--- src/rtl/assert_macros.svh ---
// Assertion macros shared by the RTL; they compile to nothing under synthesis.
`ifndef ASSERT_MACROS_SVH
`define ASSERT_MACROS_SVH

`ifndef SYNTHESIS

// Checks a condition at every clock edge outside reset.
`define SALLOC_ASSERT_ALWAYS(label, expr, msg) \
  label: assert property (@(posedge clk) disable iff (rst) (expr)) else $error(msg);

// Checks that a condition is followed by another one on the next clock edge.
`define SALLOC_ASSERT_NEXT(label, ante, cons, msg) \
  label: assert property (@(posedge clk) disable iff (rst) (ante) |=> (cons)) else $error(msg);

`else

`define SALLOC_ASSERT_ALWAYS(label, expr, msg)
`define SALLOC_ASSERT_NEXT(label, ante, cons, msg)

`endif

`endif

--- src/rtl/salloc_pkg.sv ---
// Shared types and codes of the slot allocator.
`timescale 1ns / 1ps
`default_nettype none

package salloc_pkg;

  typedef logic [1:0] status_t;

  // Result status codes.
  localparam status_t STATUS_OK      = 2'd0;
  localparam status_t STATUS_REJECT  = 2'd1;
  localparam status_t STATUS_DELETED = 2'd2;
  localparam status_t STATUS_FULL    = 2'd3;

  // Request kinds.
  localparam logic KIND_RESERVE = 1'b0;
  localparam logic KIND_DELETE  = 1'b1;

  // Register selects, taken from address bit 2.
  localparam logic REG_ENABLE    = 1'b0;
  localparam logic REG_MAX_ITEMS = 1'b1;

endpackage

`default_nettype wire

--- src/rtl/salloc_regs.sv ---
// Configuration registers behind the APB-style port.
`timescale 1ns / 1ps
`default_nettype none

module salloc_regs
  import salloc_pkg::*;
#(
  parameter int SLOTS = 1024,
  localparam int CW = $clog2(SLOTS + 1)
) (
  input  wire logic          clk,
  input  wire logic          rst,
  input  wire logic          psel,
  input  wire logic          penable,
  input  wire logic          pwrite,
  input  wire logic [2:0]    paddr,
  input  wire logic [31:0]   pwdata,
  output logic      [31:0]   prdata,
  output logic               pready,
  output logic               enable,
  output logic      [CW-1:0] max_items
);

  logic wr_en;
  logic reg_sel;

  assign pready  = 1'b1;
  assign reg_sel = paddr[2];
  assign wr_en   = psel && penable && pwrite && pready;

  always_ff @(posedge clk) begin
    if (rst) begin
      enable    <= 1'b1;
      max_items <= CW'(SLOTS);
    end else if (wr_en) begin
      unique case (reg_sel)
        REG_ENABLE:    enable    <= pwdata[0];
        REG_MAX_ITEMS: max_items <= pwdata[CW-1:0];
        default:       enable    <= enable;
      endcase
    end
  end

  always_comb begin
    unique case (reg_sel)
      REG_ENABLE:    prdata = {31'b0, enable};
      REG_MAX_ITEMS: prdata = 32'(max_items);
      default:       prdata = '0;
    endcase
  end

endmodule

`default_nettype wire

--- config.mk ---
export PLATFORM = sky130hd
export DESIGN_NAME = salloc_regs
export DESIGN_NICKNAME = d
export VERILOG_FILES = /design/src/rtl/assert_macros.svh /design/src/rtl/salloc_pkg.sv /design/src/rtl/salloc_regs.sv
export SDC_FILE = /design/constraint.sdc
export NUM_CORES = 1
export LEC_CHECK = 0
export BUFFER_PORTS_ARGS = -buffer_cell sky130_fd_sc_hd__buf_4
export CAP_MARGIN = 15
export CORE_UTILIZATION = 37
export DETAILED_ROUTE_END_ITERATION = 10
export GPL_ROUTABILITY_DRIVEN = 0
export PLACE_DENSITY = 0.85
export SYNTH_ARGS = -nofsm -noshare
export SYNTH_HDL_FRONTEND = slang
export SYNTH_SLANG_ARGS = --single-unit
--- constraint.sdc ---
create_clock -name clk -period 1.6 [get_ports clk]
set_input_delay 0.08 -clock clk [delete_from_list [all_inputs] [get_ports clk]]
set_output_delay 0.08 -clock clk [all_outputs]
set_load 0.03 [all_outputs]
==> reports/results.ini <==
[pwr]
switching_share_pct=31.0
ir_worst_vdd_uv=463
power.share.sequential_pct=42.3
p_sw_w=0.000227
intPower_w=0.000505
power.total_w=0.000732
pwr-share-comb_pct=25.6
clkPwrFrac_pct=32.1
power_density_mw_per_mm2=704
p_leak_nw=0.504

[floorplanning]
dieArea_mm2=0.00235
dieHeight_um=48.5
rows=16
initial_core_util_pct=39.9
die_w_um=48.5
core_mm2=0.00200
pin_count=85

[clocking]
clk_pin_slew_ns=0.07
numCtsBuffers=3
cts_tree=done
cts_root_buffer=clkbuf_4
post_cts_buffers=0
cts_max_level=1
clock_path_buffers=2
cts-resized-gates=0
clock-sinks=12
clkLatencyLatePin_ns=0.27
cts_hold_buf=0

[yosys]
synth.avg_cell_area_um2=8.98
yosys_warnings=0
ys_seq_area_share_pct=30.0
synth_compound_area_share_pct=0
synth_seq_cells=12
synth_cell_types=13
postSynthCellCount=89
synth_xor_xnor_area_share_pct=0
synth_top_family_by_area=simple AND/OR/NAND/NOR gates
yosys.area_share.simple_pct=27.9
synth_area_um2=800
synth_fa_ha_area_share_pct=0
synth_mux_area_share_pct=16.4

[finish]
most-common-layout-cells=buf_4, conb_1, nand2b_1
nets=167
final_area_mm2=0.00104
fin_cells=153
area_delta_synth_final_pct=30.0
num-fill-cells=191
drive_above_1_share_pct=35.7
antenna-diode-count=0
final_common_cell=buf_4

[drt]
first_pass_iters=4
num_vias=633
via_per_inst=4.14
ant_nets=0
drcViolationCount=0
drt_wl_total_mm=1.46
drt_first_iter_violations=6
wl_per_cell_um=9.55

[sta]
post-route-min-period_ns=1.10
slew_violations=0
rsz0062_at_grt=no
finalClockSkew_ns=0
setup_viol=0
finalSetupTns_ns=0
hold_violations=0
min_period_over_period_pct=68.9
fmax_ghz=0.908

[grt]
grt_first_pass_wirelength_mm=2.44
grt_start_max_net_pins=25
first_global_vias=570
grt.total_usage_pct=13.8
antenna_found_initial=0
overflow=0

[critical_path]
worstPathMaxFanout=3
critical_path_class=reg2out
start_kind=flip-flop
crit_path_end_kind=output port
cp_data_arrival_time_ns=1.02
cp.required_ns=1.52

[place]
dpl-instance-area_mm2=0.00100
dp.cells=149
port_buffers=39
place_hpwl_mm=1.07

[outcome]
status=complete, no violations

[hold_path]
hp-class=in2reg

[run]
cap_violations=0

-- critical path, cell delays in order, from the launching register on --
cell,delay (ns)
dfxtp_1,0.33
mux2_2,0.26
buf_4,0.17
-- final timing paths --
path,slack (ns),cells after the start,startpoint,to
hold reg to reg,0.49,2,max_items[6],max_items[6]
setup / recovery,0.50,2,max_items[0],prdata[0]
hold / removal,0.06,3,pwdata[10],max_items[10]
setup reg to reg,0.99,2,max_items[9],max_items[9]
-- cell families (layout without fill, tap and decap cells) --
logic type | Yosys count | count (layout)
other cells | 2 | 22
mux | 13 | 13
buf+inv | 26 | 43
flops | 12 | 12
simple gates | 36 | 36
-- metrics by stage --
step,util (%),setup slack (ns),hold slack (ns)
final,51.9,0.498,0.0620
after global routing,51.9,0.433,0.0662
after CTS,51.9,0.482,0.0525
after detailed placement,50.1,0.672,0.351
after global placement,50.1,0.708,0.342
after floorplan,-,0.674,0.235
-- layout make-up --
cell class              count  area, um2  share of cell area (%)
clock buffers               4       36.3                    3.49
multi-input cells          71        437                    42.0
flip-flops and latches     12        240                    23.1
well taps                  27       33.8                    3.25
repair buffers             39        293                    28.2
-- sequential cells by signal (all words and copies together) (netlist names) --
| name | cells |
|---|---|
| enable | 1 |
| max_items | 11 |
-- routing by layer --
layer,vias up,track usage [%],wire length (um)
li1,309,-,-
met1,290,14.2,576
met2,32,24.9,760
met3,2,6.92,116
met4,0,2.94,8
met5,-,0,0
-- power groups by stage --
stage | sequential, W | combinational [W] | clock [W]
2_1_floorplan | 0.000329 | 0.000162 | 0
3_3_place_gp | 0.000316 | 0.000185 | 0
3_5_place_dp | 0.000317 | 0.000187 | 0
4_1_cts | 0.000310 | 0.000187 | 0.000249
5_1_grt | 0.000311 | 0.000199 | 0.000269
6_report | 0.000310 | 0.000187 | 0.000235
-- synth_stat cells --
| master | n | share of area, % |
|---|---|---|
| and2_1 | 10 | 7.8 |
| and4_4 | 1 | 1.4 |
| buf_12 | 1 | 2.5 |
| buf_2 | 1 | 0.63 |
| buf_4 | 22 | 21 |
| clkbuf_1 | 2 | 0.94 |
| conb_1 | 2 | 0.94 |
| dfxtp_1 | 12 | 30 |
| mux2_2 | 1 | 1.4 |
| mux2i_1 | 12 | 15 |
| nand2b_1 | 20 | 16 |
| nand4b_1 | 1 | 1.1 |
| nor2_1 | 4 | 1.9 |
Note: power is estimated with default switching activity, not from simulation.
