## src/rtl/assert_macros.svh

```systemverilog
// Assertion macros shared by the RTL; they compile to nothing under synthesis.
`ifndef ASSERT_MACROS_SVH
`define ASSERT_MACROS_SVH

`ifndef SYNTHESIS

// Checks a condition at every clock edge outside reset.
`define SALLOC_ASSERT_ALWAYS(label, expr, msg) \
  label: assert property (@(posedge clk) disable iff (rst) (expr)) else $error(msg);

// Checks that a condition is followed by another one on the next clock edge.
`define SALLOC_ASSERT_NEXT(label, ante, cons, msg) \
  label: assert property (@(posedge clk) disable iff (rst) (ante) |=> (cons)) else $error(msg);

`else

`define SALLOC_ASSERT_ALWAYS(label, expr, msg)
`define SALLOC_ASSERT_NEXT(label, ante, cons, msg)

`endif

`endif

```

## src/rtl/salloc_ram.sv

```systemverilog
// Generic single-clock RAM with one write port and one registered read port.
`timescale 1ns / 1ps
`default_nettype none

module salloc_ram #(
  parameter int WIDTH = 8,
  parameter int DEPTH = 16,
  localparam int AW = $clog2(DEPTH)
) (
  input  wire logic             clk,
  input  wire logic             we,
  input  wire logic [AW-1:0]    waddr,
  input  wire logic [WIDTH-1:0] wdata,
  input  wire logic [AW-1:0]    raddr,
  output logic      [WIDTH-1:0] rdata
);

  logic [WIDTH-1:0] mem [DEPTH];

  always_ff @(posedge clk) begin
    if (we) begin
      mem[waddr] <= wdata;
    end
    rdata <= mem[raddr];
  end

endmodule

`default_nettype wire

```

## config.mk

```make
export PLATFORM = sky130hd
export DESIGN_NAME = salloc_ram
export DESIGN_NICKNAME = d
export VERILOG_FILES = /design/src/rtl/assert_macros.svh /design/src/rtl/salloc_ram.sv
export SDC_FILE = /design/constraint.sdc
export NUM_CORES = 1
export LEC_CHECK = 0
export BUFFER_PORTS_ARGS = -buffer_cell sky130_fd_sc_hd__buf_2
export CAP_MARGIN = 0
export CORE_ASPECT_RATIO = 0.9
export CORE_MARGIN = 10
export CORE_UTILIZATION = 35
export DETAILED_ROUTE_END_ITERATION = 8
export PLACE_DENSITY = 0.48
export SYNTH_ARGS = -nofsm -noshare
export SYNTH_HDL_FRONTEND = slang
export SYNTH_SLANG_ARGS = --single-unit
```

## constraint.sdc

```tcl
create_clock -name clk -period 2.3 [get_ports clk]
set_input_delay 0.23 -clock clk [delete_from_list [all_inputs] [get_ports clk]]
set_output_delay 0.23 -clock clk [all_outputs]
set_load 0.01 [all_outputs]
```

==> results.py <==
metrics = {
    "logic_synthesis": {
        "ys.warnings.count": 0,
        "synth.avg_cell_area_um2": 22.5,
        "syn_nets": 247,
        "yosys-top-cells-count": "edfxtp_1 (128), mux4_2 (18), a22oi_1 (16)",
        "synth.most_common_cell": "edfxtp_1",
        "syn_inst": 229,
        "synth-edff-count": 128,
        "synth_top_flop_cell": "edfxtp_1",
        "synth_top_area_cell": "edfxtp_1",
        "synth_cell_types": 19,
        "synth-seq-cells": 136,
        "syn-cell-area_mm2": 0.00515,
        "netlist_top_cells_area": "edfxtp_1 (75%), mux4_2 (7.9%), mux4_1 (7.1%)",
        "synth_top_area_share_pct": 74.7,
        "ys_seq_area_share_pct": 77.8,
        "synthArstFlopShare_pct": 0,
    },
    "final_layout": {
        "post-route-util_pct": 43.4,
        "fill_cells": 1252,
        "drive_gt1_share_pct": 30.8,
        "fin_nets": 300,
        "finish.instance_area_mm2": 0.00617,
        "num_antenna_cells": 0,
        "syn2layout_area_growth_pct": 19.9,
    },
    "timing": {
        "fin_crit_ns": 1.47,
        "rsz0062_at_grt": "no",
        "relSlewSlack_pct": 52.8,
        "timing.fmax_ghz": 0.680,
        "finalHoldViolCount": 0,
        "slew_violations": 0,
        "setup_viol": 0,
        "worstMarginPinSlew_ns": 0.706,
        "period_share_pct": 63.9,
        "fin_tns_setup_ns": 0,
        "finClkSkew_ns": 0.00508,
    },
    "grt": {
        "antenna_found_initial": 0,
        "grt_start_max_net_pins": 33,
        "overflow": 0,
        "grtUsageTotal_pct": 11.4,
        "grt_pass1_vias": 2507,
        "grt_pass1_wl_um": 16300,
    },
    "cts": {
        "cts_resized": 0,
        "clk-insertion-delay-late_ns": 0.41,
        "clk_pin_slew_ns": 0.06,
        "cts_tree": "built",
        "cts_hold_buf": 0,
        "clock_path_buffers": 2,
        "cts_inserted_buffers": 17,
        "clockRootBuffer": "clkbuf_16",
        "cts_max_level": 4,
        "clock_sink_count": 136,
        "cts_setup_buffers": 0,
    },
    "placed_design": {
        "gp_congestion": 0.732,
        "place_area_mm2": 0.00560,
        "numPortBuffers": 25,
        "hpwl_um": 6660,
    },
    "setup_path": {
        "cp-start-kind": "flop",
        "reg2reg_to": "rdata[3]",
        "worstPathMaxFanout": 1,
        "endpoint_kind": "flop",
        "path_class": "flop to flop",
        "regToRegStartpoint": "mem[8][3]",
        "startpoint": "mem[8][3]",
        "critPathCapture": "rdata[3]",
        "crit_required_ns": 2.58,
        "arrival_ns": 1.75,
        "r2r_setup_slack_ns": 0.83,
        "reg2reg_depth": 3,
    },
    "job": {
        "cap_violations": 0,
    },
    "floorplanning": {
        "die_area_mm2": 0.0200,
        "ioPinCount": 26,
        "initial_utilization_pct": 36.2,
        "row_count": 41,
        "core_mm2": 0.0142,
        "die_w_um": 148,
        "chipHeight_um": 135,
    },
    "power_and_ir_drop": {
        "p_per_area_mw_per_mm2": 919,
        "p_leak_nw": 2.08,
        "max-vdd-ir-drop_v": 0.000553,
    },
    "route": {
        "wire_per_inst_um": 21.9,
        "vias_per_cell": 4.89,
        "wl_um": 10700,
        "drtIter0Drc": 208,
        "drt_first_pass_iters": 4,
        "drc": 0,
        "antenna_left": 0,
        "vias": 2388,
    },
    "outcome": {
        "status": "finished clean",
    },
    "min_path": {
        "hp-class": "input port to flop",
        "hold_path_depth": 1,
    },
}
==> flip-flops by register name, indices dropped and copies added, names as in the netlist <==
name / flops
mem: 128
rdata: 8
==> metrics by stage <==
step	power (mW)	instances	hold slack (ns)	worst slack, ns
after global routing	5.88	488	0.205	0.768
after CTS	5.73	488	0.200	0.853
after global placement	3.11	456	0.629	0.497
final	5.67	488	0.204	0.829
after detailed placement	3.11	456	0.628	0.473
after floorplan	2.98	229	0.329	0.577
==> per-layer routing <==
metal  vias to the layer above  part of all wire, %  wire [um]  global-route usage, %
met5                         -                    0          0                      0
met4                         0                  1.4        153                   4.62
met3                        15                  5.0        536                   3.81
met2                        47                   44       4730                   16.0
met1                      1245                   49       5250                   15.8
li1                       1081                    -          -                      -
==> layout make-up <==
cell class / instances / area (um2) / share of cell area (%)
Multi-Input combinational cell: 83 / 1060 / 17.1
Timing Repair Buffer: 44 / 293 / 4.74
Sequential cell: 136 / 4000 / 64.9
Tap cell: 193 / 241 / 3.91
Clock buffer: 23 / 478 / 7.74
Clock inverter: 9 / 98.8 / 1.60
==> critical path, cell delays in order, from the launching register on <==
cell      delay, ns
edfxtp_1       0.35
mux4_1         0.49
a22oi_1        0.41
nand2_1        0.09
==> power by group <==
part	leakage [nW]	internal, mW	total, mW	switching, mW
combinational	0.581	0.112	0.267	0.156
sequential	1.22	2.77	2.79	0.0141
clock	0.280	1.67	2.62	0.951
total	2.08	4.55	5.67	1.12
==> placed cells by master, fill, tap and decap left out <==
| master | instances |
|---|---|
| edfxtp_1 | 128 |
| buf_2 | 25 |
| mux4_2 | 18 |
| clkbuf_16 | 17 |
| buf_4 | 17 |
| a22oi_1 | 16 |
| mux4_1 | 14 |
| nor2_1 | 13 |
| nand2_1 | 9 |
| dfxtp_1 | 8 |
| nor3_1 | 4 |
| clkinv_2 | 4 |
| clkbuf_8 | 3 |
| clkbuf_1 | 3 |
| nand3b_1 | 2 |
| nand2b_1 | 2 |
| bufinv_16 | 2 |
| clkinvlp_4 | 2 |
| buf_12 | 2 |
| nor2b_1 | 1 |
| and2_1 | 1 |
| and2b_1 | 1 |
| nand3_1 | 1 |
| or3b_2 | 1 |
| clkinv_1 | 1 |
==> logic make-up (layout without fill, tap and decap cells) <==
logic type      after synthesis  count (layout)  share of synthesized area, %
compound gates               16              16                          2.33
buf+inv                      10              76                          1.68
flops                       136             136                          77.8
mux                          32              32                          15.0
simple gates                 35              35                          3.18
==> worst min path at each step <==
stage | to | start
final | mem[5][4] | wdata[4]
after global routing | mem[3][4] | wdata[4]
after CTS | mem[5][4] | wdata[4]
after detailed placement | rdata[4] | rdata[4]
after global placement | mem[5][6] | wdata[6]
after floorplan | mem[0][0] | wdata[0]
No activity file was read; power rests on OpenSTA's default activity.
