### src/rtl/assert_macros.svh
// Assertion macros shared by the RTL; they compile to nothing under synthesis.
`ifndef ASSERT_MACROS_SVH
`define ASSERT_MACROS_SVH

`ifndef SYNTHESIS

// Checks a condition at every clock edge outside reset.
`define SALLOC_ASSERT_ALWAYS(label, expr, msg) \
  label: assert property (@(posedge clk) disable iff (rst) (expr)) else $error(msg);

// Checks that a condition is followed by another one on the next clock edge.
`define SALLOC_ASSERT_NEXT(label, ante, cons, msg) \
  label: assert property (@(posedge clk) disable iff (rst) (ante) |=> (cons)) else $error(msg);

`else

`define SALLOC_ASSERT_ALWAYS(label, expr, msg)
`define SALLOC_ASSERT_NEXT(label, ante, cons, msg)

`endif

`endif

### src/rtl/salloc_pkg.sv
// Shared types and codes of the slot allocator.
`timescale 1ns / 1ps
`default_nettype none

package salloc_pkg;

  typedef logic [1:0] status_t;

  // Result status codes.
  localparam status_t STATUS_OK      = 2'd0;
  localparam status_t STATUS_REJECT  = 2'd1;
  localparam status_t STATUS_DELETED = 2'd2;
  localparam status_t STATUS_FULL    = 2'd3;

  // Request kinds.
  localparam logic KIND_RESERVE = 1'b0;
  localparam logic KIND_DELETE  = 1'b1;

  // Register selects, taken from address bit 2.
  localparam logic REG_ENABLE    = 1'b0;
  localparam logic REG_MAX_ITEMS = 1'b1;

endpackage

`default_nettype wire

### src/rtl/salloc_ctrl.sv
// Request sequencer: reads the slot memory, updates the free list and loads the result.
`timescale 1ns / 1ps
`default_nettype none
`include "assert_macros.svh"

module salloc_ctrl
  import salloc_pkg::*;
#(
  parameter int SLOTS = 1024,
  localparam int AW = $clog2(SLOTS),
  localparam int CW = $clog2(SLOTS + 1)
) (
  input  wire logic          clk,
  input  wire logic          rst,
  input  wire logic          enable,
  input  wire logic [CW-1:0] max_items,
  input  wire logic          in_valid,
  output logic               in_ready,
  input  wire logic          kind,
  input  wire logic [AW-1:0] slot,
  output logic               out_valid,
  input  wire logic          out_ready,
  output status_t            status,
  output logic      [AW-1:0] slot_out,
  output logic      [CW-1:0] free_count,
  output logic               mem_we,
  output logic      [AW-1:0] mem_waddr,
  output logic      [CW:0]   mem_wdata,
  output logic      [AW-1:0] mem_raddr,
  input  wire logic [CW:0]   mem_rdata
);

  localparam logic [1:0] ST_IDLE = 2'd0;
  localparam logic [1:0] ST_RD   = 2'd1;
  localparam logic [1:0] ST_LINK = 2'd2;

  localparam logic [CW-1:0] NULL_LINK = CW'(SLOTS);

  logic [1:0]    state, state_next;
  logic          kind_q;
  logic [AW-1:0] slot_q;
  logic [AW-1:0] link_addr, link_addr_next;
  logic [CW-1:0] item_count, count_next;
  logic [CW-1:0] free_head, head_next;
  logic [CW-1:0] free_tail, tail_next;
  logic [CW-1:0] free_total, total_next;

  logic          out_free;
  logic          ld_out;
  status_t       res_status;
  logic [AW-1:0] res_slot;
  logic [CW-1:0] slot_ext;
  logic [CW-1:0] rd_link;
  logic          rd_mark;
  logic [CW-1:0] pop_head;
  logic [CW-1:0] cap;
  logic          head_null;
  logic          tail_null;

  assign in_ready  = (state == ST_IDLE) && !rst;
  assign out_free  = !out_valid || out_ready;
  assign slot_ext  = CW'(slot_q);
  assign rd_link   = mem_rdata[CW-1:0];
  assign rd_mark   = mem_rdata[CW];
  assign pop_head  = (rd_link < NULL_LINK) ? rd_link : NULL_LINK;
  assign cap       = (max_items < NULL_LINK) ? max_items : NULL_LINK;
  assign head_null = (free_head == NULL_LINK);
  assign tail_null = (free_tail == NULL_LINK);

  // The read address stays on the held request while the result waits.
  always_comb begin
    if (state == ST_IDLE) begin
      mem_raddr = (kind == KIND_DELETE) ? slot : free_head[AW-1:0];
    end else begin
      mem_raddr = (kind_q == KIND_DELETE) ? slot_q : free_head[AW-1:0];
    end
  end

  always_comb begin
    state_next     = state;
    link_addr_next = link_addr;
    count_next     = item_count;
    head_next      = free_head;
    tail_next      = free_tail;
    total_next     = free_total;
    ld_out         = 1'b0;
    res_status     = STATUS_OK;
    res_slot       = '0;
    mem_we         = 1'b0;
    mem_waddr      = slot_q;
    mem_wdata      = '0;
    unique case (state)
      ST_IDLE: begin
        if (in_valid) begin
          state_next = ST_RD;
        end
      end
      ST_RD: begin
        if (out_free) begin
          ld_out     = 1'b1;
          state_next = ST_IDLE;
          if (!enable) begin
            res_status = STATUS_REJECT;
          end else if (kind_q == KIND_DELETE) begin
            if (slot_ext >= item_count) begin
              res_status = STATUS_REJECT;
            end else if (rd_mark) begin
              res_status = STATUS_DELETED;
            end else begin
              mem_we    = 1'b1;
              mem_waddr = slot_q;
              mem_wdata = {1'b1, NULL_LINK};
              res_slot  = slot_q;
              tail_next = slot_ext;
              if (tail_null) begin
                head_next = slot_ext;
              end else begin
                // The old tail still has to point at the new one.
                state_next     = ST_LINK;
                link_addr_next = free_tail[AW-1:0];
              end
              if (free_total < NULL_LINK) begin
                total_next = free_total + CW'(1);
              end
            end
          end else if (!head_null) begin
            mem_we    = 1'b1;
            mem_waddr = free_head[AW-1:0];
            mem_wdata = {1'b0, rd_link};
            res_slot  = free_head[AW-1:0];
            head_next = pop_head;
            if (pop_head == NULL_LINK) begin
              tail_next = NULL_LINK;
            end
            if (free_total != '0) begin
              total_next = free_total - CW'(1);
            end
          end else if (item_count >= cap) begin
            res_status = STATUS_FULL;
          end else begin
            // A new slot starts with its mark cleared.
            mem_we     = 1'b1;
            mem_waddr  = item_count[AW-1:0];
            mem_wdata  = {1'b0, NULL_LINK};
            res_slot   = item_count[AW-1:0];
            count_next = item_count + CW'(1);
          end
        end
      end
      ST_LINK: begin
        mem_we     = 1'b1;
        mem_waddr  = link_addr;
        mem_wdata  = {1'b1, slot_ext};
        state_next = ST_IDLE;
      end
      default: begin
        state_next = ST_IDLE;
      end
    endcase
  end

  always_ff @(posedge clk) begin
    if (rst) begin
      state      <= ST_IDLE;
      item_count <= '0;
      free_head  <= NULL_LINK;
      free_tail  <= NULL_LINK;
      free_total <= '0;
      out_valid  <= 1'b0;
    end else begin
      state      <= state_next;
      item_count <= count_next;
      free_head  <= head_next;
      free_tail  <= tail_next;
      free_total <= total_next;
      if (ld_out) begin
        out_valid <= 1'b1;
      end else if (out_ready) begin
        out_valid <= 1'b0;
      end
    end
  end

  always_ff @(posedge clk) begin
    link_addr <= link_addr_next;
    if (in_valid && in_ready) begin
      kind_q <= kind;
      slot_q <= slot;
    end
    if (ld_out) begin
      status     <= res_status;
      slot_out   <= res_slot;
      free_count <= total_next;
    end
  end

  `SALLOC_ASSERT_ALWAYS(a_total_within_pool, free_total <= item_count, "free count exceeds pool")
  `SALLOC_ASSERT_ALWAYS(a_head_tail_agree, head_null == tail_null, "free list ends disagree")
  `SALLOC_ASSERT_ALWAYS(a_empty_list_count, head_null == (free_total == '0), "free count off")
  `SALLOC_ASSERT_NEXT(a_accept_reads, in_valid && in_ready, state == ST_RD, "request not read")
  `SALLOC_ASSERT_NEXT(a_link_one_cycle, state == ST_LINK, state == ST_IDLE, "link write stuck")

endmodule

`default_nettype wire

### config.mk
export PLATFORM = sky130hd
export DESIGN_NAME = salloc_ctrl
export DESIGN_NICKNAME = d
export VERILOG_FILES = /design/src/rtl/salloc_pkg.sv /design/src/rtl/salloc_ctrl.sv
export VERILOG_INCLUDE_DIRS = /design/src /design/src/rtl
export SDC_FILE = /design/constraint.sdc
export NUM_CORES = 1
export LEC_CHECK = 0
export CAP_MARGIN = 20
export CORE_MARGIN = 3
export CORE_UTILIZATION = 60
export DETAILED_ROUTE_END_ITERATION = 7
export DONT_BUFFER_PORTS = 1
export PLACE_DENSITY = 0.87
export SKIP_CTS_REPAIR_TIMING = 1
export SLEW_MARGIN = 25
export SYNTH_ARGS = -nofsm -noshare
export SYNTH_HDL_FRONTEND = slang
export SYNTH_SLANG_ARGS = --single-unit
### constraint.sdc
create_clock -name clk -period 4.8 [get_ports clk]
set_input_delay 0.48 -clock clk [delete_from_list [all_inputs] [get_ports clk]]
set_output_delay 0.48 -clock clk [all_outputs]
set_load 0.005 [all_outputs]
==> results.env, run 1 <==
RUN_STATUS='finished clean'
CRITICAL_PATH.STARTPOINT_TYPE='flip-flop'
FLOORPLAN.DIE.HEIGHT_MICRONS=103
AVGSYNTHCELLAREA_SQ_UM=8.93
ANT_NETS=0
STARTING_DENSITY_PCT=63.1
YS_SEQ_AREA_SHARE_PCT=40.2
RSZ0062_AT_GRT='no'
TIMING.CRITICAL_PATH.MODE_CELL='sky130_fd_sc_hd__inv_1'
SYNTH-SEQ-CELLS=91
AREA_DELTA_SYNTH_FINAL_PCT=4.06
GRT_USAGE_PCT=30.9
REMAINING_DRC_ERRORS=0
GLOBAL_ROUTE.PEAK_USAGE_LAYER='met2'
WORSTHOLDPATHTYPE='in2reg'
POST-ROUTE-MIN-PERIOD_NS=3.79
CLOCK_LATENCY_NS=0.37
STATIC-LEAKAGE-POWER_nW=2.19
CP_CELL_SEQUENCE='inv_1 -> ha_1 -> inv_1 -> nor3_2 -> nand2_4 -> a211oi_2 -> buf_4 -> nand3_1 -> o211ai_1'
SWITCHING_POWER_mW=0.473
ROUTED_WL_MICRONS=16000
NFILLCELLS=735
REG2REG_SLACK_NS=1.57
COMB_POWER_SHARE_PCT=12.7
DESIGN_POWER_TOTAL_mW=1.63
FINCLKSKEW_NS=0.00714
SYN-CELL-AREA_SQ_UM=5630
FINALHOLDVIOLATIONS=0
MAX-CLOCK-PATH-BUFFERS=2
SLOWEST_DELAY_NS=0.75
MAPPEDNETLISTNETS=697
CTS-BUFFERS-INSERTED=9
CTS.ROOT.BUFFER_CELL='sky130_fd_sc_hd__clkbuf_8'
WORSTPATHMAXFANOUT=13
BUFFER_PORTS.INSERTED=0
ANTENNA_FOUND_INITIAL=0
POSTSYNTH.TOPFLOPCELL='sky130_fd_sc_hd__dfxtp_1'
GPL.FINAL_WEIGHTED_CONGESTION=1.01
TNS_NS=0
CTS_TREE='done'
TIMING.FINAL.MAX_SLEW_VIOLATIONS=0
FP.COREAREA_SQ_UM=8930
POWER_SWITCHING_SHARE_PCT=29.1
DIEAREA_SQ_UM=10600
REQUIRED_TIME_OF_THE_CRITICAL_PATH_NS=4.32
P_CLK_SHARE_PCT=34.1
IO-PIN-COUNT=97
SEQ_POWER_SHARE_PCT=53.2
LAYOUT_COMMONEST_CELL='sky130_fd_sc_hd__nand2_1'
FIRST_GLOBAL_VIAS=4709
GLOBAL_ROUTE_CONGESTION_OVERFLOW_TOTAL=0
YS.WARNINGS.COUNT=0
ROUTE.DETAILED.WL_PER_INST_MICRONS=22.1
LAYOUT_COMMON_CELLS='sky130_fd_sc_hd__nand2_1 (90), sky130_fd_sc_hd__dfxtp_1 (47), sky130_fd_sc_hd__edfxtp_1 (44)'
NUMCLOCKSINKS=91
GLOBALROUTEMET2UTIL_PCT=46.7
POST_SYNTH_NUM_CELL_TYPES=78
SYNTH_ENABLE_FLOP_CELLS=44
GRT.MET1_USAGE_PCT=43.7
DRT_FIRST_ITER_VIOLATIONS=662
POWER.INTERNAL_mW=1.15
ROWS=34
SHARE_OF_THE_CLOCK_PERIOD_USED_BY_THE_WORST_PATH_AFTER_LAYOUT_PCT=79.0
NUM_VIAS=5147
FMAXACHIEVABLE_GHz=0.264
NETLIST_INSTANCES=631
CLKSLEWWORSTSETUPHOLDPATHS_NS=0.10
AREA_OF_THE_MULTI_INPUT_GATES_SQ_UM=3120
CRITPATHCAPTURETYPE='output port'
FINALSETUPVIOLCOUNT=0
VIAS_PER_INST=7.11
ANTENNA_CELLS=0
WORST_PIN_SLEW_NS=0.886
DIE-WIDTH_MICRONS=103
CLOCK_TREE.HTREE_LEVEL_COUNT=3
SHARE_OF_LAYOUT_CELLS_ABOVE_DRIVE_STRENGTH_1_PCT=6.17
FINALNETCOUNT=677
GRT_FIRST_PASS_WIRELENGTH_MICRONS=25200
SEQUENTIAL_CELL_AREA_SQ_UM=2260
CRIT_SLOWEST_CELL='sky130_fd_sc_hd__nor3_2'
CRITPATHKIND='reg2out'
PLACE.DETAILED.HPWL_MICRONS=11800
GRT_START_MAX_NET_PINS=42
USE_MET3_PCT=7.78
MAX-VDD-IR-DROP_uV=171
MAXIMUM_CAPACITANCE_VIOLATIONS=0
CRIT_ARRIVAL_NS=3.31
DETAILEDROUTE.FIRSTPASSITERATIONCOUNT=6
POWER_PER_CELL_AREA_nW_PER_UM2=278
WORST_SLEW_MARGIN_REL_PCT=40.9
ASYNC_FLOP_SHARE_PCT=0
## final cells by class
cell class | count | area share [%]
multi-input combinational | 476 | 53.2
inverter | 29 | 1.86
sequential | 91 | 38.6
timing repair buffer | 4 | 0.512
tap | 108 | 2.30
clock buffer | 9 | 2.11
clock inverter | 7 | 1.39
## registers in the layout (all words and copies together) (netlist names)
name and flops:
item_count 11, link_addr 10, status 2, free_total 11, out_valid 1, slot_q 10, slot_out 10, free_head 11
state 2, kind_q 1, free_count 11, free_tail 11
## cell families after synthesis
group | share of synthesized area (%)
muxes | 1.82
AOI/OAI and AO/OA | 24.2
buffers and inverters | 4.62
adders and majority gates | 6.00
xor gates and xnor gates | 0.777
DFF | 40.2
and+or+nand+nor | 22.4
## layer usage
metal,up-vias,share of wire [%]
met2,385,44
met3,56,13
li1,2326,-
met1,2380,40
met5,-,0
met4,0,3.4
## Yosys cell counts, drive strengths merged (8+ instances only)
master,instances,area share (%)
a21boi,10,1.3
a21oi,35,3.1
a22o,10,1.6
nor2,39,2.6
inv,27,1.8
nor3,15,1.5
o21a,9,1.2
a22oi,28,3.8
a31oi,9,1.1
and2,8,0.89
edfxtp,44,23
a21o,8,1.1
clkbuf,21,1.4
a211oi,15,2.2
nand2,91,6.2
nor2b,19,2.1
nand3,34,3.0
o21ai,15,1.4
a221o,12,2.1
dfxtp,47,17
buf,14,1.3
ha,27,6.0
## critical path: cells and delay by family, from the launching register on
| family | cells | cell delay, ns |
|---|---|---|
| AND/OR/NAND/NOR | 3 | 0.97 |
| buffers and inverters | 3 | 0.62 |
| AO/OA/AOI/OAI | 2 | 0.60 |
| adder cells (fa/ha/maj) | 1 | 0.42 |
| flip-flops | 1 | 0.34 |
## per-stage QoR
stage / setup WS (ns) / hold slack, ns / area [sq um] / utilization, % / cells
finish: 1.01 / 0.177 / 5860 / 65.6 / 724
global route: 0.712 / 0.163 / 5860 / 65.6 / 724
CTS: 1.09 / 0.168 / 5860 / 65.6 / 724
detailed placement: 1.50 / 0.456 / 5660 / 63.3 / 708
global placement: 1.63 / 0.449 / 5650 / 63.2 / 708
floorplan: 1.94 / 0.431 / 5630 / - / 631
## power by group through the flow
stage               logic (mW)  clock network, mW  registers (mW)
floorplan                0.164                  0           0.870
global placement         0.196                  0           0.881
detailed placement       0.201                  0           0.882
CTS                      0.202              0.550           0.864
global route             0.227              0.585           0.868
finish                   0.207              0.555           0.865
## worst paths after layout
| check | startpoint | to | cells past startpoint |
|---|---|---|---|
| setup / recovery | state[1] | mem_waddr[1] | 9 |
| hold / removal | rst | item_count[1] | 1 |
| hold reg to reg | free_tail[1] | link_addr[1] | 0 |
| setup reg to reg | slot_q[4] | link_addr[3] | 6 |
(Power assumes the default switching activity.)
==> inputs of run 2 (changes only) <==
==> constraint.sdc (replaced) <==
create_clock -name clk -period 3.54 [get_ports clk]
set_input_delay 0.354 -clock clk [delete_from_list [all_inputs] [get_ports clk]]
set_output_delay 0.354 -clock clk [all_outputs]
set_load 0.005 [all_outputs]
==> run 2 against run 1 <==
Net effect:
- sequential power increased by 35%
- combinational power increased by 40%
- sequential share of layout area decreased by 0.49 points
- highest routed layer unchanged
- critical endpoint is now mem_wdata[10]
- count of clock-buffer cells in the layout unchanged
- sequential cell count unchanged
- cell count increased by 1.4%
==> results.env, run 2 (synthesized netlist as in run 1, its figures left out) <==
STATIC-LEAKAGE-POWER_nW=2.25
ANT_NETS=0
WORSTHOLDPATHTYPE='in2reg'
IO-PIN-COUNT=97
SEQ_POWER_SHARE_PCT=52.6
CTS-BUFFERS-INSERTED=9
MAXIMUM_CAPACITANCE_VIOLATIONS=0
POWER_PER_CELL_AREA_nW_PER_UM2=375
ANTENNA_FOUND_INITIAL=0
MAX-CLOCK-PATH-BUFFERS=2
COMB_POWER_SHARE_PCT=13.0
CRITICAL_PATH.STARTPOINT_TYPE='flip-flop'
DPL-INSTANCE-AREA_SQ_UM=5730
POST-ROUTE-MIN-PERIOD_NS=3.19
VIAS_PER_INST=7.19
CLKSLEWWORSTSETUPHOLDPATHS_NS=0.11
FP.COREAREA_SQ_UM=8930
P_CLK_SHARE_PCT=34.4
RUN_STATUS='finished clean'
MAX-VDD-IR-DROP_uV=294
WORSTHOLDSTART='rst'
ANTENNA_CELLS=0
ROUTE.DETAILED.WL_PER_INST_MICRONS=22.3
WORST_SLEW_MARGIN_REL_PCT=41.5
GLOBAL_ROUTE_CONGESTION_OVERFLOW_TOTAL=0
TIMING.CRITICAL_PATH.MODE_CELL='sky130_fd_sc_hd__a21oi_1'
CLOCK_LATENCY_NS=0.38
LAYOUT_COMMONEST_CELL='sky130_fd_sc_hd__nand2_1'
DETAILEDROUTE.FIRSTPASSITERATIONCOUNT=6
POWER.INTERNAL_mW=1.58
REMAINING_DRC_ERRORS=0
CRIT_SLOWEST_CELL='sky130_fd_sc_hd__a2111oi_4'
STARTING_DENSITY_PCT=63.1
BUFFER_PORTS.INSERTED=0
SHARE_OF_LAYOUT_CELLS_ABOVE_DRIVE_STRENGTH_1_PCT=7.51
FINCLKSKEW_NS=0.0229
CLOCK_TREE.HTREE_LEVEL_COUNT=3
PLACE.DETAILED.HPWL_MICRONS=12200
GRT_FIRST_PASS_WIRELENGTH_MICRONS=25800
LAYOUT_COMMON_CELLS='sky130_fd_sc_hd__nand2_1 (90), sky130_fd_sc_hd__dfxtp_1 (47), sky130_fd_sc_hd__edfxtp_1 (44)'
CP_CELL_SEQUENCE='inv_1 -> ha_1 -> a21oi_1 -> o22ai_1 -> a2111oi_4 -> a21o_1 -> a21oi_1 -> o21ai_0'
CRITPATHCAPTURETYPE='output port'
ROUTED_WL_MICRONS=16400
ROWS=34
REQUIRED_TIME_OF_THE_CRITICAL_PATH_NS=3.19
DIE-WIDTH_MICRONS=103
DIEAREA_SQ_UM=10600
FINALHOLDVIOLATIONS=0
CRITPATHKIND='reg2out'
NUMCLOCKSINKS=91
AREA_DELTA_SYNTH_FINAL_PCT=5.40
POWER_SWITCHING_SHARE_PCT=29.0
WORSTPATHMAXFANOUT=8
DESIGN_AREA_SQ_UM=5940
FLOORPLAN.DIE.HEIGHT_MICRONS=103
CRIT_START='item_count[6]'
RSZ0062_AT_GRT='no'
TNS_NS=0
R2R_START='item_count[6]'
CTS.ROOT.BUFFER_CELL='sky130_fd_sc_hd__clkbuf_8'
FMAXACHIEVABLE_GHz=0.314
CRIT_ARRIVAL_NS=2.83
FINALSETUPVIOLCOUNT=0
DRT_FIRST_ITER_VIOLATIONS=673
SWITCHING_POWER_mW=0.646
NUM_VIAS=5277
CRITPATHBUFINV=1
FIRST_GLOBAL_VIAS=5052
TIMING.FINAL.MAX_SLEW_VIOLATIONS=0
CP_TOP_FAMILY='compound AO/OA/AOI/OAI gates'
WORST_PIN_SLEW_NS=0.877
CTS_TREE='done'
GPL.FINAL_WEIGHTED_CONGESTION=0.974
FINALNETCOUNT=687
GRT_START_MAX_NET_PINS=42
GRT_USAGE_PCT=31.5
SHARE_OF_THE_CLOCK_PERIOD_USED_BY_THE_WORST_PATH_AFTER_LAYOUT_PCT=90.0
SLOWEST_DELAY_NS=0.57
[run 2: cell count changes in the layout (fill, tap and decap cells not counted)]
cell | previous run | this run
sky130_fd_sc_hd__buf_4 | 4 | 14
sky130_fd_sc_hd__inv_8 | 0 | 3
sky130_fd_sc_hd__inv_6 | 4 | 2
sky130_fd_sc_hd__clkinv_4 | 1 | 0
sky130_fd_sc_hd__nor2_1 | 37 | 38
sky130_fd_sc_hd__nor2_4 | 1 | 0
[run 2: final cells by class]
cell class,count,area (sq um)
multi-input combinational,476,3110
clock inverter,7,88.8
timing repair buffer,14,105
fill,689,3000
tap,108,135
sequential,91,2260
inverter,29,109
clock buffer,9,124
[run 2: final timing paths]
kind | cells past startpoint | endpoint | slack, ns
worst min-delay path | 1 | item_count[1] | 0.04
worst min register to register | 0 | link_addr[2] | 0.49
worst max register to register | 8 | free_total[3] | 0.59
worst max-delay path | 8 | mem_wdata[10] | 0.35
[run 2: power groups by stage]
stage / sequential, mW / clock (mW) / combinational, mW
finish: 1.17 / 0.765 / 0.289
CTS: 1.17 / 0.767 / 0.282
global placement: 1.19 / 0 / 0.271
global route: 1.18 / 0.806 / 0.314
floorplan: 1.18 / 0 / 0.222
detailed placement: 1.19 / 0 / 0.280
[run 2: through the flow]
stage	hold slack [ns]	util, %	instances	worst slack (ns)	total power, mW
after floorplan	0.431	-	631	0.780	1.40
after global placement	0.429	64.1	718	0.828	1.46
after detailed placement	0.433	64.1	718	0.698	1.47
after CTS	0.0362	66.5	734	0.390	2.22
after global routing	0.0378	66.5	734	0.168	2.30
final	0.0405	66.5	734	0.353	2.22
[run 2: worst reg2reg max path, stage by stage, from the launching register on]
cell and delay, ns:
sky130_fd_sc_hd__dfxtp_1 0.49, sky130_fd_sc_hd__inv_1 0.12, sky130_fd_sc_hd__ha_1 0.31, sky130_fd_sc_hd__a21oi_1 0.17, sky130_fd_sc_hd__o22ai_1 0.14, sky130_fd_sc_hd__a2111oi_4 0.57, sky130_fd_sc_hd__a31oi_2 0.38, sky130_fd_sc_hd__o21ai_1 0.31
sky130_fd_sc_hd__mux2_1 0.35
[run 2: layer usage]
layer / wire length, microns / share of wire [%] / vias to the layer above / global-route usage [%]
li1: - / - / 2342 / -
met1: 6460 / 39 / 2407 / 43.2
met2: 7220 / 44 / 444 / 47.9
met3: 1990 / 12 / 84 / 6.16
met4: 696 / 4.3 / 0 / 14.9
met5: 0 / 0 / - / 0
==> inputs of run 3 (changes only) <==
--- a/config.mk
+++ b/config.mk
@@ -6,12 +6,14 @@
 export SDC_FILE = /design/constraint.sdc
 export NUM_CORES = 1
 export LEC_CHECK = 0
+export ABC_AREA = 1
 export CAP_MARGIN = 20
 export CORE_MARGIN = 3
 export CORE_UTILIZATION = 60
 export DETAILED_ROUTE_END_ITERATION = 7
 export DONT_BUFFER_PORTS = 1
 export PLACE_DENSITY = 0.87
+export SETUP_SLACK_MARGIN = 0.15
 export SKIP_CTS_REPAIR_TIMING = 1
 export SLEW_MARGIN = 25
 export SYNTH_ARGS = -nofsm -noshare
==> run 3 against run 2 <==
Net effect:
- register-to-register slack better by 0.18 ns
- sequential power about the same
- fmax up 0.64%
- sequential cell count unchanged
- critical path depth up 4
- largest cell class unchanged
==> results.env, run 3 <==
RUN_STATUS='finished clean'
TIMING.FINAL.MAX_SLEW_VIOLATIONS=0
REG2REG_SLACK_NS=0.77
SHARE_OF_LAYOUT_CELLS_ABOVE_DRIVE_STRENGTH_1_PCT=8.28
POST_SYNTH_NUM_CELL_TYPES=44
YS_TOP_CELLS_BY_COUNT='sky130_fd_sc_hd__nand2_1 (240), sky130_fd_sc_hd__nor2_1 (91), sky130_fd_sc_hd__inv_1 (81), sky130_fd_sc_hd__a21oi_1 (78), sky130_fd_sc_hd__nand3_1 (60)'
GPL.FINAL_WEIGHTED_CONGESTION=1.03
FINCLKSKEW_NS=0.0179
GRT_USAGE_PCT=31.8
YOSYS-TOP-CELLS-AREA='sky130_fd_sc_hd__edfxtp_1 (23%), sky130_fd_sc_hd__dfxtp_1 (16%), sky130_fd_sc_hd__nand2_1 (15%), sky130_fd_sc_hd__a21oi_1 (6.7%), sky130_fd_sc_hd__nor2_1 (5.8%)'
WORST_SLEW_MARGIN_REL_PCT=36.1
FIRST_GLOBAL_VIAS=5182
FMAXACHIEVABLE_GHz=0.316
DETAILEDROUTE.FIRSTPASSITERATIONCOUNT=5
YS.WARNINGS.COUNT=0
SYNTH.TOP_CELL.AREA_SHARE_PCT=22.6
SYN-CELL-AREA_SQ_UM=5850
MIN_TO='item_count[7]'
DESIGN_POWER_TOTAL_mW=2.44
FP.COREAREA_SQ_UM=9370
AVGSYNTHCELLAREA_SQ_UM=6.98
DESIGN_AREA_SQ_UM=6140
IO-PIN-COUNT=97
AREA_DELTA_SYNTH_FINAL_PCT=4.94
DPL.CELL_COUNT=946
RSZ0062_AT_GRT='no'
DP_WORST_SLACK_NS=0.814
STARTING_DENSITY_PCT=62.4
WORST_PIN_SLEW_NS=0.955
CLOCK_TREE.HTREE_LEVEL_COUNT=3
FINALSETUPVIOLCOUNT=0
DIEAREA_SQ_UM=11000
FINALNETCOUNT=894
ROUTED_WL_MICRONS=17500
SYNTH.LARGEST_AREA_CELL='sky130_fd_sc_hd__edfxtp_1'
MAX-VDD-IR-DROP_uV=202
MAPPEDNETLISTNETS=904
MIN_DELAY_PATH_DEPTH=1
FINALHOLDVIOLATIONS=0
POST-ROUTE-MIN-PERIOD_NS=3.17
NUMCLOCKSINKS=91
NETLIST_INSTANCES=838
ANT_NETS=0
CTS.ROOT.BUFFER_CELL='sky130_fd_sc_hd__clkbuf_8'
MAX-CLOCK-PATH-BUFFERS=2
VIAS_PER_INST=5.91
ROWS=35
REQUIRED_TIME_OF_THE_CRITICAL_PATH_NS=3.19
WORSTHOLDPATHTYPE='in2reg'
WORSTHOLDSTART='rst'
CLOCK_LATENCY_NS=0.37
GLOBAL_ROUTE_CONGESTION_OVERFLOW_TOTAL=0
STATIC-LEAKAGE-POWER_nW=2.75
LAYOUT_COMMON_CELLS='sky130_fd_sc_hd__nand2_1 (240), sky130_fd_sc_hd__nor2_1 (90), sky130_fd_sc_hd__inv_1 (81)'
DRT_FIRST_ITER_VIOLATIONS=620
ROUTE.DETAILED.WL_PER_INST_MICRONS=18.2
WORST-R2R-CELL-COUNT=12
R2R_START='slot_q[5]'
TNS_NS=0
NUM_VIAS=5689
PLACE.DETAILED.HPWL_MICRONS=13700
CRIT_ARRIVAL_NS=2.81
INSTANCES_NO_FILL=962
ANTENNA_CELLS=0
YOSYS.CELL_COUNT.TOP_TYPE='sky130_fd_sc_hd__nand2_1'
SYNTH-SEQ-CELLS=91
NFILLCELLS=863
YS_SEQ_AREA_SHARE_PCT=38.7
FIN_WS_NS=0.373
POWER_PER_CELL_AREA_nW_PER_UM2=398
ANTENNA_FOUND_INITIAL=0
REG2REG_TO='link_addr[1]'
DPL-INSTANCE-AREA_SQ_UM=5940
GRT_START_MAX_NET_PINS=31
CRITPATHKIND='reg2out'
CTS_TREE='done'
CRITPATHCAPTURETYPE='output port'
CTS-BUFFERS-INSERTED=9
CLKSLEWWORSTSETUPHOLDPATHS_NS=0.11
BUFFER_PORTS.INSERTED=0
SHARE_OF_THE_CLOCK_PERIOD_USED_BY_THE_WORST_PATH_AFTER_LAYOUT_PCT=89.4
MAXIMUM_CAPACITANCE_VIOLATIONS=0
FLOORPLAN.DIE.HEIGHT_MICRONS=105
WORSTPATHMAXFANOUT=12
REMAINING_DRC_ERRORS=0
CRITICAL_PATH.STARTPOINT_TYPE='flip-flop'
LAYOUT_COMMONEST_CELL='sky130_fd_sc_hd__nand2_1'
GRT_FIRST_PASS_WIRELENGTH_MICRONS=27600
ASYNC_FLOP_SHARE_PCT=0
SYNTH_ENABLE_FLOP_CELLS=44
DIE-WIDTH_MICRONS=105
POSTSYNTH.TOPFLOPCELL='sky130_fd_sc_hd__dfxtp_1'
## run 3: metrics by stage
stage	hold WS, ns	util (%)
CTS	0.0335	65.5
finish	0.0438	65.5
detailed placement	0.430	63.4
global placement	0.427	63.4
global route	0.0356	65.5
floorplan	0.426	-
## run 3: cell type report
type | instances | area [sq um] | area share (%)
repair buffers | 7 | 52.6 | 0.856
flip-flops and latches | 91 | 2260 | 36.9
clock buffers | 9 | 124 | 2.02
clock inverters | 7 | 75.1 | 1.22
well taps | 129 | 161 | 2.63
inverters | 100 | 375 | 6.11
multi-input cells | 619 | 3090 | 50.3
## run 3: how the worst max path moves through the flow
stage                        startpoint             to  slack (ns)  depth (start not counted)
after floorplan               slot_q[4]   link_addr[0]        1.09                         11
after global placement        slot_q[5]  mem_wdata[10]        0.84                         12
after detailed placement  item_count[5]  mem_wdata[10]        0.81                         13
after CTS                 item_count[5]  mem_wdata[10]        0.41                         13
after global routing      item_count[5]  mem_wdata[10]        0.15                         13
final                         slot_q[5]  mem_wdata[10]        0.37                         12
## run 3: where the power goes
group | leakage, nW | total (mW) | internal (mW) | switching, mW
Clock | 0.0923 | 0.725 | 0.330 | 0.395
Sequential | 0.813 | 1.20 | 1.16 | 0.0417
Combinational | 1.84 | 0.515 | 0.141 | 0.374
## run 3: per-layer routing
layer  track usage, %  routed length [microns]  share of wire (%)  vias to the layer above
met1             43.5                     7430                 42                     2582
met2             49.0                     7790                 44                      327
met3             8.15                     1840                 10                       50
met4             10.8                      461                2.6                        0
met5                0                        0                  0                        -
li1                 -                        -                  -                     2730
## run 3: cells by family after synthesis
kind of cell,after synthesis,synth area share (%)
adders and majority gates,27,5.78
AOI/OAI and AO/OA,139,13.1
DFF,91,38.7
xor gates and xnor gates,5,0.749
and+or+nand+nor,448,33.2
buffers and inverters,128,8.58
## run 3: worst max-delay path: stages (launching register included)
cell and delay [ns]:
sky130_fd_sc_hd__edfxtp_1 0.54, sky130_fd_sc_hd__ha_1 0.36, sky130_fd_sc_hd__nand2_1 0.09, sky130_fd_sc_hd__inv_1 0.04
sky130_fd_sc_hd__nand2_1 0.05, sky130_fd_sc_hd__nand2_1 0.04, sky130_fd_sc_hd__nand2_1 0.06, sky130_fd_sc_hd__nand3_1 0.09
sky130_fd_sc_hd__nand2_1 0.32, sky130_fd_sc_hd__nand2_1 0.19, sky130_fd_sc_hd__nor2_4 0.24, sky130_fd_sc_hd__o21ai_1 0.14
sky130_fd_sc_hd__a31oi_1 0.26
